<file path="config.mk">
export PLATFORM = sky130hd
export DESIGN_NAME = led_buzzer_feedback_sequencer_top
export DESIGN_NICKNAME = d
export VERILOG_FILES = /design/src/design/lbfs_pkg.sv /design/src/design/lbfs_update.sv /design/src/design/led_buzzer_feedback_sequencer_top.sv
export SDC_FILE = /design/constraint.sdc
export NUM_CORES = 1
export LEC_CHECK = 0
export BUFFER_PORTS_ARGS = -buffer_cell sky130_fd_sc_hd__buf_2
export CAP_MARGIN = 20
export CELL_PAD_IN_SITES_DETAIL_PLACEMENT = 1
export CELL_PAD_IN_SITES_GLOBAL_PLACEMENT = 1
export CORE_MARGIN = 2
export CORE_UTILIZATION = 42
export CTS_BUF_LIST = sky130_fd_sc_hd__clkbuf_8
export CTS_CLUSTER_SIZE = 8
export DETAILED_ROUTE_END_ITERATION = 7
export GPL_ROUTABILITY_DRIVEN = 0
export PLACE_DENSITY = 0.87
export REMOVE_ABC_BUFFERS = 1
export SYNTH_ARGS = -nofsm -noshare
export SYNTH_HDL_FRONTEND = slang
export SYNTH_SLANG_ARGS = --single-unit
</file>
<file path="constraint.sdc">
create_clock -name clk -period 4.2 [get_ports clk]
set_clock_uncertainty 0.1 [all_clocks]
set_input_delay 0.63 -clock clk [delete_from_list [all_inputs] [get_ports clk]]
set_output_delay 0.63 -clock clk [all_outputs]
set_load 0.02 [all_outputs]
</file>
<file path="src/design/lbfs_pkg.sv">
// Shared types, codes and step tables for the LED and buzzer feedback sequencer.
// Used by lbfs_update, the top level and the port checker; depends on nothing else.
package lbfs_pkg;

  // LED level width and full-scale value
  localparam int LEVEL_BITS    = 12;
  localparam int LEVEL_MAX_INT = (1 << LEVEL_BITS) - 1;
  localparam int ORANGE_G_INT  = LEVEL_MAX_INT / 4 + LEVEL_MAX_INT / 2;

  typedef logic [LEVEL_BITS-1:0] level_t;

  localparam level_t LEVEL_MAX = LEVEL_BITS'(LEVEL_MAX_INT);
  localparam level_t ORANGE_G  = LEVEL_BITS'(ORANGE_G_INT);

  // Command kinds
  typedef enum logic [2:0] {
    KIND_TICK        = 3'd0,
    KIND_SET_COLOR   = 3'd1,
    KIND_SET_RGB     = 3'd2,
    KIND_PLAY_SOUND  = 3'd3,
    KIND_STOP_SOUND  = 3'd4,
    KIND_TRIGGER_PAT = 3'd5,
    KIND_STOP_PAT    = 3'd6
  } kind_t;

  // Named colors
  localparam logic [3:0] COLOR_OFF     = 4'd0;
  localparam logic [3:0] COLOR_RED     = 4'd1;
  localparam logic [3:0] COLOR_GREEN   = 4'd2;
  localparam logic [3:0] COLOR_BLUE    = 4'd3;
  localparam logic [3:0] COLOR_YELLOW  = 4'd4;
  localparam logic [3:0] COLOR_CYAN    = 4'd5;
  localparam logic [3:0] COLOR_MAGENTA = 4'd6;
  localparam logic [3:0] COLOR_WHITE   = 4'd7;
  localparam logic [3:0] COLOR_ORANGE  = 4'd8;
  localparam logic [3:0] COLOR_CUSTOM  = 4'd9;

  // Sound and pattern ids
  localparam logic [2:0] SND_NONE    = 3'd0;
  localparam logic [2:0] SND_STARTUP = 3'd2;
  localparam logic [2:0] SND_SUCCESS = 3'd3;
  localparam logic [2:0] SND_ERROR   = 3'd4;
  localparam logic [2:0] SND_WARNING = 3'd5;
  localparam logic [2:0] SND_NOTIFY  = 3'd6;
  localparam logic [2:0] SND_LAST    = 3'd6;
  localparam logic [2:0] PAT_NONE    = 3'd0;
  localparam logic [2:0] PAT_LAST    = 3'd5;

  typedef struct packed {
    level_t r;
    level_t g;
    level_t b;
  } rgb_t;

  typedef struct packed {
    logic [2:0]  id;
    logic [1:0]  step;
    logic [31:0] deadline;
    logic [15:0] period;
    logic [15:0] cmp;
    logic        flag;
  } snd_t;

  typedef struct packed {
    logic [2:0]  id;
    logic [1:0]  step;
    logic [31:0] deadline;
  } pat_t;

  typedef struct packed {
    rgb_t shown;
    rgb_t custom;
    snd_t snd;
    pat_t pat;
  } state_t;

  typedef struct packed {
    logic [2:0]  kind;
    logic [31:0] now_ms;
    logic [3:0]  color;
    logic [15:0] red;
    logic [15:0] green;
    logic [15:0] blue;
    logic [2:0]  sound_id;
    logic [2:0]  pattern_id;
  } cmd_t;

  // Number of steps in each tone sequence
  function automatic logic [1:0] tone_len(logic [2:0] s);
    case (s)
      3'd1:    return 2'd1;
      3'd2:    return 2'd3;
      3'd3:    return 2'd2;
      3'd4:    return 2'd2;
      3'd5:    return 2'd3;
      3'd6:    return 2'd2;
      default: return 2'd0;
    endcase
  endfunction

  // 3 MHz timer counts per tone step (3000000 / frequency), zero for a rest
  function automatic logic [15:0] tone_counts(logic [2:0] s, logic [1:0] i);
    case ({s, i})
      {3'd1, 2'd0}: return 16'd1250;   // 2400 Hz
      {3'd2, 2'd0}: return 16'd5736;   // 523 Hz
      {3'd2, 2'd1}: return 16'd4552;   // 659 Hz
      {3'd2, 2'd2}: return 16'd3826;   // 784 Hz
      {3'd3, 2'd0}: return 16'd3409;   // 880 Hz
      {3'd3, 2'd1}: return 16'd2553;   // 1175 Hz
      {3'd4, 2'd0}: return 16'd9090;   // 330 Hz
      {3'd4, 2'd1}: return 16'd13636;  // 220 Hz
      {3'd5, 2'd0}: return 16'd3036;   // 988 Hz
      {3'd5, 2'd2}: return 16'd3036;   // 988 Hz
      {3'd6, 2'd0}: return 16'd2274;   // 1319 Hz
      {3'd6, 2'd1}: return 16'd1913;   // 1568 Hz
      default:      return 16'd0;
    endcase
  endfunction

  // Tone step durations in ms
  function automatic logic [7:0] tone_dur(logic [2:0] s, logic [1:0] i);
    case ({s, i})
      {3'd1, 2'd0}: return 8'd80;
      {3'd2, 2'd0}: return 8'd80;
      {3'd2, 2'd1}: return 8'd80;
      {3'd2, 2'd2}: return 8'd120;
      {3'd3, 2'd0}: return 8'd70;
      {3'd3, 2'd1}: return 8'd120;
      {3'd4, 2'd0}: return 8'd140;
      {3'd4, 2'd1}: return 8'd220;
      {3'd5, 2'd0}: return 8'd90;
      {3'd5, 2'd1}: return 8'd60;
      {3'd5, 2'd2}: return 8'd90;
      {3'd6, 2'd0}: return 8'd60;
      {3'd6, 2'd1}: return 8'd60;
      default:      return 8'd0;
    endcase
  endfunction

  // Number of steps in each light pattern
  function automatic logic [1:0] pat_len(logic [2:0] p);
    case (p)
      3'd1:    return 2'd2;
      3'd2:    return 2'd1;
      3'd3:    return 2'd3;
      3'd4:    return 2'd3;
      3'd5:    return 2'd1;
      default: return 2'd0;
    endcase
  endfunction

  function automatic logic [3:0] pat_color(logic [2:0] p, logic [1:0] i);
    case ({p, i})
      {3'd1, 2'd0}: return COLOR_BLUE;
      {3'd1, 2'd1}: return COLOR_GREEN;
      {3'd2, 2'd0}: return COLOR_GREEN;
      {3'd3, 2'd0}: return COLOR_RED;
      {3'd3, 2'd2}: return COLOR_RED;
      {3'd4, 2'd0}: return COLOR_ORANGE;
      {3'd4, 2'd2}: return COLOR_ORANGE;
      {3'd5, 2'd0}: return COLOR_CYAN;
      default:      return COLOR_OFF;
    endcase
  endfunction

  function automatic logic [2:0] pat_sound(logic [2:0] p, logic [1:0] i);
    case ({p, i})
      {3'd1, 2'd0}: return SND_STARTUP;
      {3'd2, 2'd0}: return SND_SUCCESS;
      {3'd3, 2'd0}: return SND_ERROR;
      {3'd4, 2'd0}: return SND_WARNING;
      {3'd5, 2'd0}: return SND_NOTIFY;
      default:      return SND_NONE;
    endcase
  endfunction

  // Pattern step durations in ms
  function automatic logic [8:0] pat_dur(logic [2:0] p, logic [1:0] i);
    case ({p, i})
      {3'd1, 2'd0}: return 9'd320;
      {3'd1, 2'd1}: return 9'd220;
      {3'd2, 2'd0}: return 9'd240;
      {3'd3, 2'd0}: return 9'd260;
      {3'd3, 2'd1}: return 9'd80;
      {3'd3, 2'd2}: return 9'd180;
      {3'd4, 2'd0}: return 9'd180;
      {3'd4, 2'd1}: return 9'd80;
      {3'd4, 2'd2}: return 9'd180;
      {3'd5, 2'd0}: return 9'd180;
      default:      return 9'd0;
    endcase
  endfunction

endpackage

</file>
<file path="src/design/lbfs_update.sv">
// Next-state logic of the sequencer: applies one command to the current state.
// Purely combinational; depends on lbfs_pkg for types and step tables.
module lbfs_update
  import lbfs_pkg::*;
(
  input  state_t cur,
  input  cmd_t   cmd,
  input  logic   muted,
  output state_t nxt
);

  // Deadline reached when (now - deadline) mod 2^32 is not negative
  function automatic logic deadline_hit(logic [31:0] now, logic [31:0] dl);
    logic [31:0] diff;
    diff = now - dl;
    return !diff[31];
  endfunction

  function automatic level_t clamp_level(logic [15:0] v);
    if (v > 16'(LEVEL_MAX_INT)) begin
      return LEVEL_MAX;
    end
    return v[LEVEL_BITS-1:0];
  endfunction

  function automatic rgb_t show_color(logic [3:0] color, rgb_t custom);
    rgb_t c;
    c = '0;
    case (color)
      COLOR_RED:     c.r = LEVEL_MAX;
      COLOR_GREEN:   c.g = LEVEL_MAX;
      COLOR_BLUE:    c.b = LEVEL_MAX;
      COLOR_YELLOW:  begin c.r = LEVEL_MAX; c.g = LEVEL_MAX; end
      COLOR_CYAN:    begin c.g = LEVEL_MAX; c.b = LEVEL_MAX; end
      COLOR_MAGENTA: begin c.r = LEVEL_MAX; c.b = LEVEL_MAX; end
      COLOR_WHITE:   begin c.r = LEVEL_MAX; c.g = LEVEL_MAX; c.b = LEVEL_MAX; end
      COLOR_ORANGE:  begin c.r = LEVEL_MAX; c.g = ORANGE_G; end
      COLOR_CUSTOM:  c = custom;
      default:       c = '0;
    endcase
    return c;
  endfunction

  // Load buzzer timer; a mute or a rest only clears the compare
  function automatic snd_t buzzer_set(snd_t st, logic [15:0] cnt, logic mute);
    snd_t r;
    r = st;
    if (mute || cnt == 16'd0) begin
      r.cmp = 16'd0;
    end else begin
      r.period = cnt - 16'd1;
      r.cmp    = cnt >> 1;
    end
    return r;
  endfunction

  function automatic snd_t snd_stop(snd_t st);
    snd_t r;
    r          = st;
    r.id       = SND_NONE;
    r.step     = 2'd0;
    r.deadline = 32'd0;
    r.flag     = 1'b0;
    r.cmp      = 16'd0;
    return r;
  endfunction

  function automatic snd_t snd_advance(snd_t st, logic [31:0] now, logic mute);
    snd_t        r;
    logic [15:0] cnt;
    r   = st;
    cnt = tone_counts(st.id, st.step);
    if (st.id == SND_NONE || st.id > SND_LAST || st.step >= tone_len(st.id)) begin
      r = snd_stop(st);
    end else begin
      r          = buzzer_set(st, cnt, mute);
      r.flag     = (cnt != 16'd0);
      r.deadline = now + 32'(tone_dur(st.id, st.step));
      r.step     = st.step + 2'd1;
    end
    return r;
  endfunction

  function automatic snd_t snd_play(snd_t st, logic [2:0] id, logic [31:0] now,
                                    logic mute);
    snd_t r;
    r      = st;
    r.id   = id;
    r.step = 2'd0;
    if (mute || id == SND_NONE) begin
      r = snd_stop(st);
    end else begin
      r = snd_advance(r, now, mute);
    end
    return r;
  endfunction

  // One pattern step: show its color, start or stop its sound, rearm deadline; past the last step, clear the pattern
  function automatic state_t pat_advance(state_t st, logic [31:0] now, logic mute);
    state_t     r;
    logic [2:0] p;
    logic [1:0] i;
    logic [2:0] ps;
    r  = st;
    p  = st.pat.id;
    i  = st.pat.step;
    ps = pat_sound(p, i);
    if (p == PAT_NONE || p > PAT_LAST || i >= pat_len(p)) begin
      r.pat = '0;
    end else begin
      r.shown = show_color(pat_color(p, i), st.custom);
      if (ps != SND_NONE) begin
        r.snd = snd_play(st.snd, ps, now, mute);
      end else begin
        r.snd = snd_stop(st.snd);
      end
      r.pat.deadline = now + 32'(pat_dur(p, i));
      r.pat.step     = i + 2'd1;
    end
    return r;
  endfunction

  // Apply the request
  always_comb begin
    nxt = cur;
    case (cmd.kind)
      KIND_TICK: begin
        if (cur.snd.id != SND_NONE && deadline_hit(cmd.now_ms, cur.snd.deadline)) begin
          nxt.snd = snd_advance(cur.snd, cmd.now_ms, muted);
        end
        if (cur.pat.id != PAT_NONE && deadline_hit(cmd.now_ms, cur.pat.deadline)) begin
          nxt = pat_advance(nxt, cmd.now_ms, muted);
        end
      end
      KIND_SET_COLOR: begin
        nxt.pat   = '0;
        nxt.shown = show_color(cmd.color, cur.custom);
      end
      KIND_SET_RGB: begin
        nxt.pat      = '0;
        nxt.custom.r = clamp_level(cmd.red);
        nxt.custom.g = clamp_level(cmd.green);
        nxt.custom.b = clamp_level(cmd.blue);
        nxt.shown    = nxt.custom;
      end
      KIND_PLAY_SOUND: begin
        nxt.snd = snd_play(cur.snd, cmd.sound_id, cmd.now_ms, muted);
      end
      KIND_STOP_SOUND: begin
        nxt.snd = snd_stop(cur.snd);
      end
      KIND_TRIGGER_PAT: begin
        if (cmd.pattern_id == PAT_NONE) begin
          nxt.pat = '0;
        end else begin
          nxt.pat.id   = cmd.pattern_id;
          nxt.pat.step = 2'd0;
          nxt          = pat_advance(nxt, cmd.now_ms, muted);
        end
      end
      KIND_STOP_PAT: begin
        nxt.pat = '0;
      end
      default: begin
        nxt = cur;
      end
    endcase
  end

endmodule

</file>
<file path="src/design/led_buzzer_feedback_sequencer_top.sv">
// Top level of the LED and buzzer feedback sequencer: handshake, state and
// result registers. Depends on lbfs_pkg and lbfs_update.
//
// Usage:
//   Input channel (in_*): one command per request, stamped with the current
//   millisecond time. Kind tick advances a running tone sequence, then a
//   running light pattern, once their deadlines are reached; the other kinds
//   set a color, set custom RGB, play or stop a sound, trigger or stop a
//   pattern. Every request yields exactly one result on out_*.
//   Config port: cfg_wr_en/cfg_wr_data write the buzzer mute bit;
//   write it only while no request is in flight.
//   A request accepted on the input channel is captured in the input register,
//   then processed and loaded into the result register once the result slot is
//   free or draining, and offered on out_* from there. Throughput is one request
//   per cycle while out_ready stays high, set by the single pass through
//   lbfs_update between the two registers.
//   Stall: while out_ready is low the result holds; the input register keeps
//   one more request, and in_ready drops only when both are full.
//   Reset (rst_n low, synchronous): LEDs off, custom color full white, no
//   sound or pattern, buzzer registers zero, unmuted, both channels empty.
module led_buzzer_feedback_sequencer_top
  import lbfs_pkg::*;
(
  input  logic                  clk,
  input  logic                  rst_n,
  // config
  input  logic                  cfg_wr_en,
  input  logic                  cfg_wr_data,
  // request channel
  input  logic                  in_valid,
  output logic                  in_ready,
  input  logic [2:0]            in_kind,
  input  logic [31:0]           in_now_ms,
  input  logic [3:0]            in_color,
  input  logic [15:0]           in_red_in,
  input  logic [15:0]           in_green_in,
  input  logic [15:0]           in_blue_in,
  input  logic [2:0]            in_sound_id,
  input  logic [2:0]            in_pattern_id,
  // result channel
  output logic                  out_valid,
  input  logic                  out_ready,
  output logic [LEVEL_BITS-1:0] out_red_level,
  output logic [LEVEL_BITS-1:0] out_green_level,
  output logic [LEVEL_BITS-1:0] out_blue_level,
  output logic [LEVEL_BITS-1:0] out_red_pwm_compare,
  output logic [LEVEL_BITS-1:0] out_green_pwm_compare,
  output logic [LEVEL_BITS-1:0] out_blue_pwm_compare,
  output logic [15:0]           out_tone_reload,
  output logic [15:0]           out_tone_compare,
  output logic                  out_buzzer_on,
  output logic                  out_light_on,
  output logic                  out_sound_busy,
  output logic                  out_pattern_busy
);

  logic   muted_r;
  logic   in_full_r;
  cmd_t   cmd_r;
  state_t state_r;
  state_t state_nxt;
  logic   out_valid_r;
  rgb_t   res_rgb_r;
  logic   [15:0] res_reload_r;
  logic   [15:0] res_cmp_r;
  logic   res_buz_r;
  logic   res_snd_busy_r;
  logic   res_pat_busy_r;
  logic   advance;

  // Process the held request when the result slot is free or draining
  assign advance  = in_full_r && (!out_valid_r || out_ready);
  assign in_ready = !in_full_r || advance;

  // Mute register
  always_ff @(posedge clk) begin
    if (!rst_n) begin
      muted_r <= 1'b0;
    end else if (cfg_wr_en) begin
      muted_r <= cfg_wr_data;
    end
  end

  // Input register
  always_ff @(posedge clk) begin
    if (!rst_n) begin
      in_full_r <= 1'b0;
    end else if (in_ready) begin
      in_full_r <= in_valid;
    end
  end

  always_ff @(posedge clk) begin
    if (in_valid && in_ready) begin
      cmd_r <= '{kind: in_kind, now_ms: in_now_ms, color: in_color,
                 red: in_red_in, green: in_green_in, blue: in_blue_in,
                 sound_id: in_sound_id, pattern_id: in_pattern_id};
    end
  end

  lbfs_update u_update (
    .cur   (state_r),
    .cmd   (cmd_r),
    .muted (muted_r),
    .nxt   (state_nxt)
  );

  // Sequencer state
  always_ff @(posedge clk) begin
    if (!rst_n) begin
      state_r <= '{shown: '0,
                   custom: '{r: LEVEL_MAX, g: LEVEL_MAX, b: LEVEL_MAX},
                   snd: '0, pat: '0};
    end else if (advance) begin
      state_r <= state_nxt;
    end
  end

  // Result valid
  always_ff @(posedge clk) begin
    if (!rst_n) begin
      out_valid_r <= 1'b0;
    end else if (advance) begin
      out_valid_r <= 1'b1;
    end else if (out_ready) begin
      out_valid_r <= 1'b0;
    end
  end

  // Result payload
  always_ff @(posedge clk) begin
    if (advance) begin
      res_rgb_r      <= state_nxt.shown;
      res_reload_r   <= state_nxt.snd.period;
      res_cmp_r      <= state_nxt.snd.cmp;
      res_buz_r      <= state_nxt.snd.flag;
      res_snd_busy_r <= (state_nxt.snd.id != SND_NONE);
      res_pat_busy_r <= (state_nxt.pat.id != PAT_NONE);
    end
  end

  assign out_valid             = out_valid_r;
  assign out_red_level         = res_rgb_r.r;
  assign out_green_level       = res_rgb_r.g;
  assign out_blue_level        = res_rgb_r.b;
  assign out_red_pwm_compare   = LEVEL_MAX - res_rgb_r.r;
  assign out_green_pwm_compare = LEVEL_MAX - res_rgb_r.g;
  assign out_blue_pwm_compare  = LEVEL_MAX - res_rgb_r.b;
  assign out_tone_reload       = res_reload_r;
  assign out_tone_compare      = res_cmp_r;
  assign out_buzzer_on         = res_buz_r;
  assign out_light_on          = (res_rgb_r != '0);
  assign out_sound_busy        = res_snd_busy_r;
  assign out_pattern_busy      = res_pat_busy_r;

endmodule

</file>
==> impl_results.md <==
- Syn Inst Count: 2944
- Flops & latches, synth: 346
- Layout cells sized above 1: 16.34%
- Sw Ratio: 35.00%
- TritonCTS Sinks: around 350
- Post-synth top flop: dfxtp_1
- Pins Over Slew Limit: 0
- CTS buffer count: 61
- Leak pwr: around 11 nW
- Power density cells: 333.7 mW/mm²
- Final layout net count: 3464
- Seq pwr share: 40.9%
- Max-slew headroom: 29.25%
- CP startpoint kind: flop
- Fillers: 6772
- FFs w/ async S/R, synth: 0%
- Worst path top cell family by delay: compound AO/OA/AOI/OAI gates
- Total number of vias: 27530
- Starting DRT DRC Count: 3864
- Gr usage total: 36.17%
- Commonest non-fill, non-tap cell in the layout: a21oi_1
- DIE AREA: 0.05833 mm²
- Critical Path Max Stage Delay: 720 ps
- Final Cycle Share: between 90 and 100%
- Critical Path Slowest Stage Cell: o211ai_1
- Critical path class: flop to flop
- Placed Area: 0.02605 mm²
- Post-synth EDFFs: 164
- Clock power share: a little over a third
- Period minus WS final: 4174 ps
- Setup TNS: 0 ps
- CP bufs+invs: 3
- Reg area: 0.008569 mm²
- Routed WL: 110800 µm
- Mapped Area: 0.02370 mm²
- Post-layout util: 50.71%
- Initial antenna violation count: 5
- Int Power: slightly above 6 mW
- Hpwl dp: just over 70000 µm
- I/O pin count: around 210
- PortBufs: 208
- CP most frequent cell: nand2_1
- Area Overhead vs Synth: 19.97%
- Layout Cells excl Fill: between 4000 and 5000
- Most frequent cells in the layout: a21oi_1 (332), nor2_1 (301), nand2_1 (285), o21ai_0 (227), buf_2 (208)
- Distinct cells, synth: 86
- Clock root buffer: clkbuf_8
- Global-route wire length before repair: 167100 µm
- Required @ worst endpoint: 4730 ps
- Remaining DRCs: 0
- Comb pwr share: 23.2%
- Slew @ Worst Pin: 1057 ps
- CTS clk-pin slew, worst paths: 70 ps
- Largest net degree at the start of global routing: 94
- Routed Antenna Nets: 0
- Hold_ws: 23.05 ps
- Setup violations, final: 0
- NetSw: 3.320 mW
- Highest Clock Rate: 239.6 MHz
- Worst-Skew Late Latency: 740 ps
- CTS H-Tree Depth: 2
- MaxCap Viol Count: 0
- Core area: 0.05606 mm²
- Wirelength per Cell: 27.35 µm
- Hold crit path type: input port to flop
- Area of the multi-input gates: 0.01392 mm²
- Post-Syn Area per Cell: 8.049 µm²
- Peak supply drop: 0.0003978 V
- CP Max Fanout: 6
- WP data arrival: about 4700 ps
- Number of global-route vias before repair: roughly 28000
- CTS tree: yes
- Initial Utilization: between 40% and 50%
- RSZ-0062 raised after global routing: true
- Fin. Hold Viols: 0
- Status: complete, no violations
- Critical path capture point type: flop
- Die H: 241.5 µm
- Die W: 241.5 µm
- Final Cell Area: 0.02843 mm²
- Syn. warnings: 0
- Vias per inst: ~6.8
- Crit-path cells: inv_1 -> buf_4 -> nor2_1 -> nand2_1 -> nand2_1 -> nand2_1 -> inv_1 -> ha_1 -> a21o_1 -> a41oi_1 -> o21ai_0 -> o211ai_1 -> or2_2 -> nor2_1 -> xor2_1 -> o211ai_1 -> a221oi_1
- Max Buffers Root-to-Sink: 3
- Drt pass-1 iters: 6
- DP Cell Count: 3838
- Seq/Total Area, Yosys: 36.16%
- Row Count: just under 90
- Grt total ovfl: 0
[what timing repair did]
action,in CTS,in global routing
setup endpoints to repair,68,129
setup buffers,0,16
hold buffers,77,1
gates resized for setup,5,46
pin swaps,0,3
endpoints found under the hold margin,77,1
[routing by layer]
metal | share of wire (%) | global-route usage [%] | routed length [µm]
met1 | 37 | 44.29 | 40470
met2 | 45 | 57.29 | 49500
met4 | 7.0 | 21.70 | 7809
met5 | 0.011 | 0 | 12
met3 | 12 | 9.301 | 12990
[kinds of logic (layout without fill, tap and decap cells)]
family | Yosys count | after routing | share of synthesized area (%)
compound gates | 1050 | 1050 | 28.25
simple gates | 942 | 942 | 18.29
buf+inv | 367 | 715 | 6.051
flops | 346 | 346 | 36.16
fa+ha+maj | 125 | 125 | 6.759
xor+xnor | 98 | 98 | 3.702
mux | 16 | 16 | 0.7867
other cells | 0 | 2 | 0
[state kept, by name (all words and copies together), names as in the netlist, 12 cells and up]
| signal | flops |
|---|---|
| out_red_level | 12 |
| out_green_level | 12 |
| out_tone_compare | 16 |
| cmd_r | 93 |
| out_tone_reload | 16 |
| out_blue_level | 12 |
| state_r | 179 |
[power groups by stage]
stage | Sequential, mW | Clock (mW) | Combinational (mW)
final | 3.88 | 3.41 | 2.20
after global routing | 3.89 | 3.53 | 2.30
after CTS | 3.86 | 3.34 | 2.03
after detailed placement | 3.93 | 0 | 1.94
after global placement | 3.92 | 0 | 1.84
after floorplan | 3.99 | 0 | 1.09
[stage by stage]
step                      total power, mW  setup WS, ps
after floorplan                     5.076         -2905
after global placement              5.761        -5.307
after detailed placement            5.876        -223.9
after CTS                           9.235         44.65
after global routing                9.729        -79.95
final                               9.485         26.01
[layout make-up]
cell class,count,share of cell area (%)
multi-input combinational,2231,48.97
sequential,346,30.15
timing repair buffer,444,11.04
clock buffer,72,3.486
tap,756,3.327
inverter,156,2.069
clock inverter,43,0.9419
antenna,2,0.01761
[final timing paths]
| check | start | end | slack (ps) | cells past startpoint |
|---|---|---|---|---|
| max reg2reg | state_r[36] | state_r[98] | 30 | 17 |
| min reg2reg | state_r[51] | state_r[51] | 360 | 1 |
| max | state_r[36] | state_r[98] | 30 | 17 |
| min | in_blue_in[7] | cmd_r[13] | 20 | 1 |
[worst register-to-register path, cell delays in order (launching register included)]
cell and delay (ps):
dfxtp_1 460, inv_1 110, buf_4 170, nor2_1 200, nand2_1 80, nand2_1 80, nand2_1 100, inv_1 80
ha_1 220, a21o_1 210, a41oi_1 250, o21ai_0 270, o211ai_1 720, or2_2 300, nor2_1 80, xor2_1 200
o211ai_1 170, a221oi_1 290
[Yosys cell counts, types with 10 or more instances]
cell	n	area, µm²
a21oi_1	336	1682
nor2_1	304	1141
o22ai_1	22	137.6
and3_1	32	200.2
edfxtp_1	164	4925
nor4_1	20	125.1
nor2b_1	37	231.5
a22oi_1	12	90.09
o21a_1	14	105.1
nor3_1	58	290.3
nand2_1	287	1077
or3_1	17	106.4
o211ai_1	68	510.5
nand2b_1	25	156.4
or2_2	10	62.56
a221oi_1	46	402.9
xor2_1	40	350.3
ha_1	120	1501
xnor2_1	57	499.2
a21o_1	27	202.7
buf_2	33	165.2
nand3_1	80	400.4
a211o_1	31	271.5
o31ai_1	23	172.7
and2_1	17	106.4
o21ai_0	231	1156
o21ai_1	21	105.1
buf_1	10	37.54
clkbuf_1	164	615.6
a211oi_1	27	202.7
o221ai_1	59	516.8
nand4_1	24	150.1
inv_1	155	581.8
dfxtp_1	182	3643
a31oi_1	25	156.4
(Power assumes the default switching activity.)
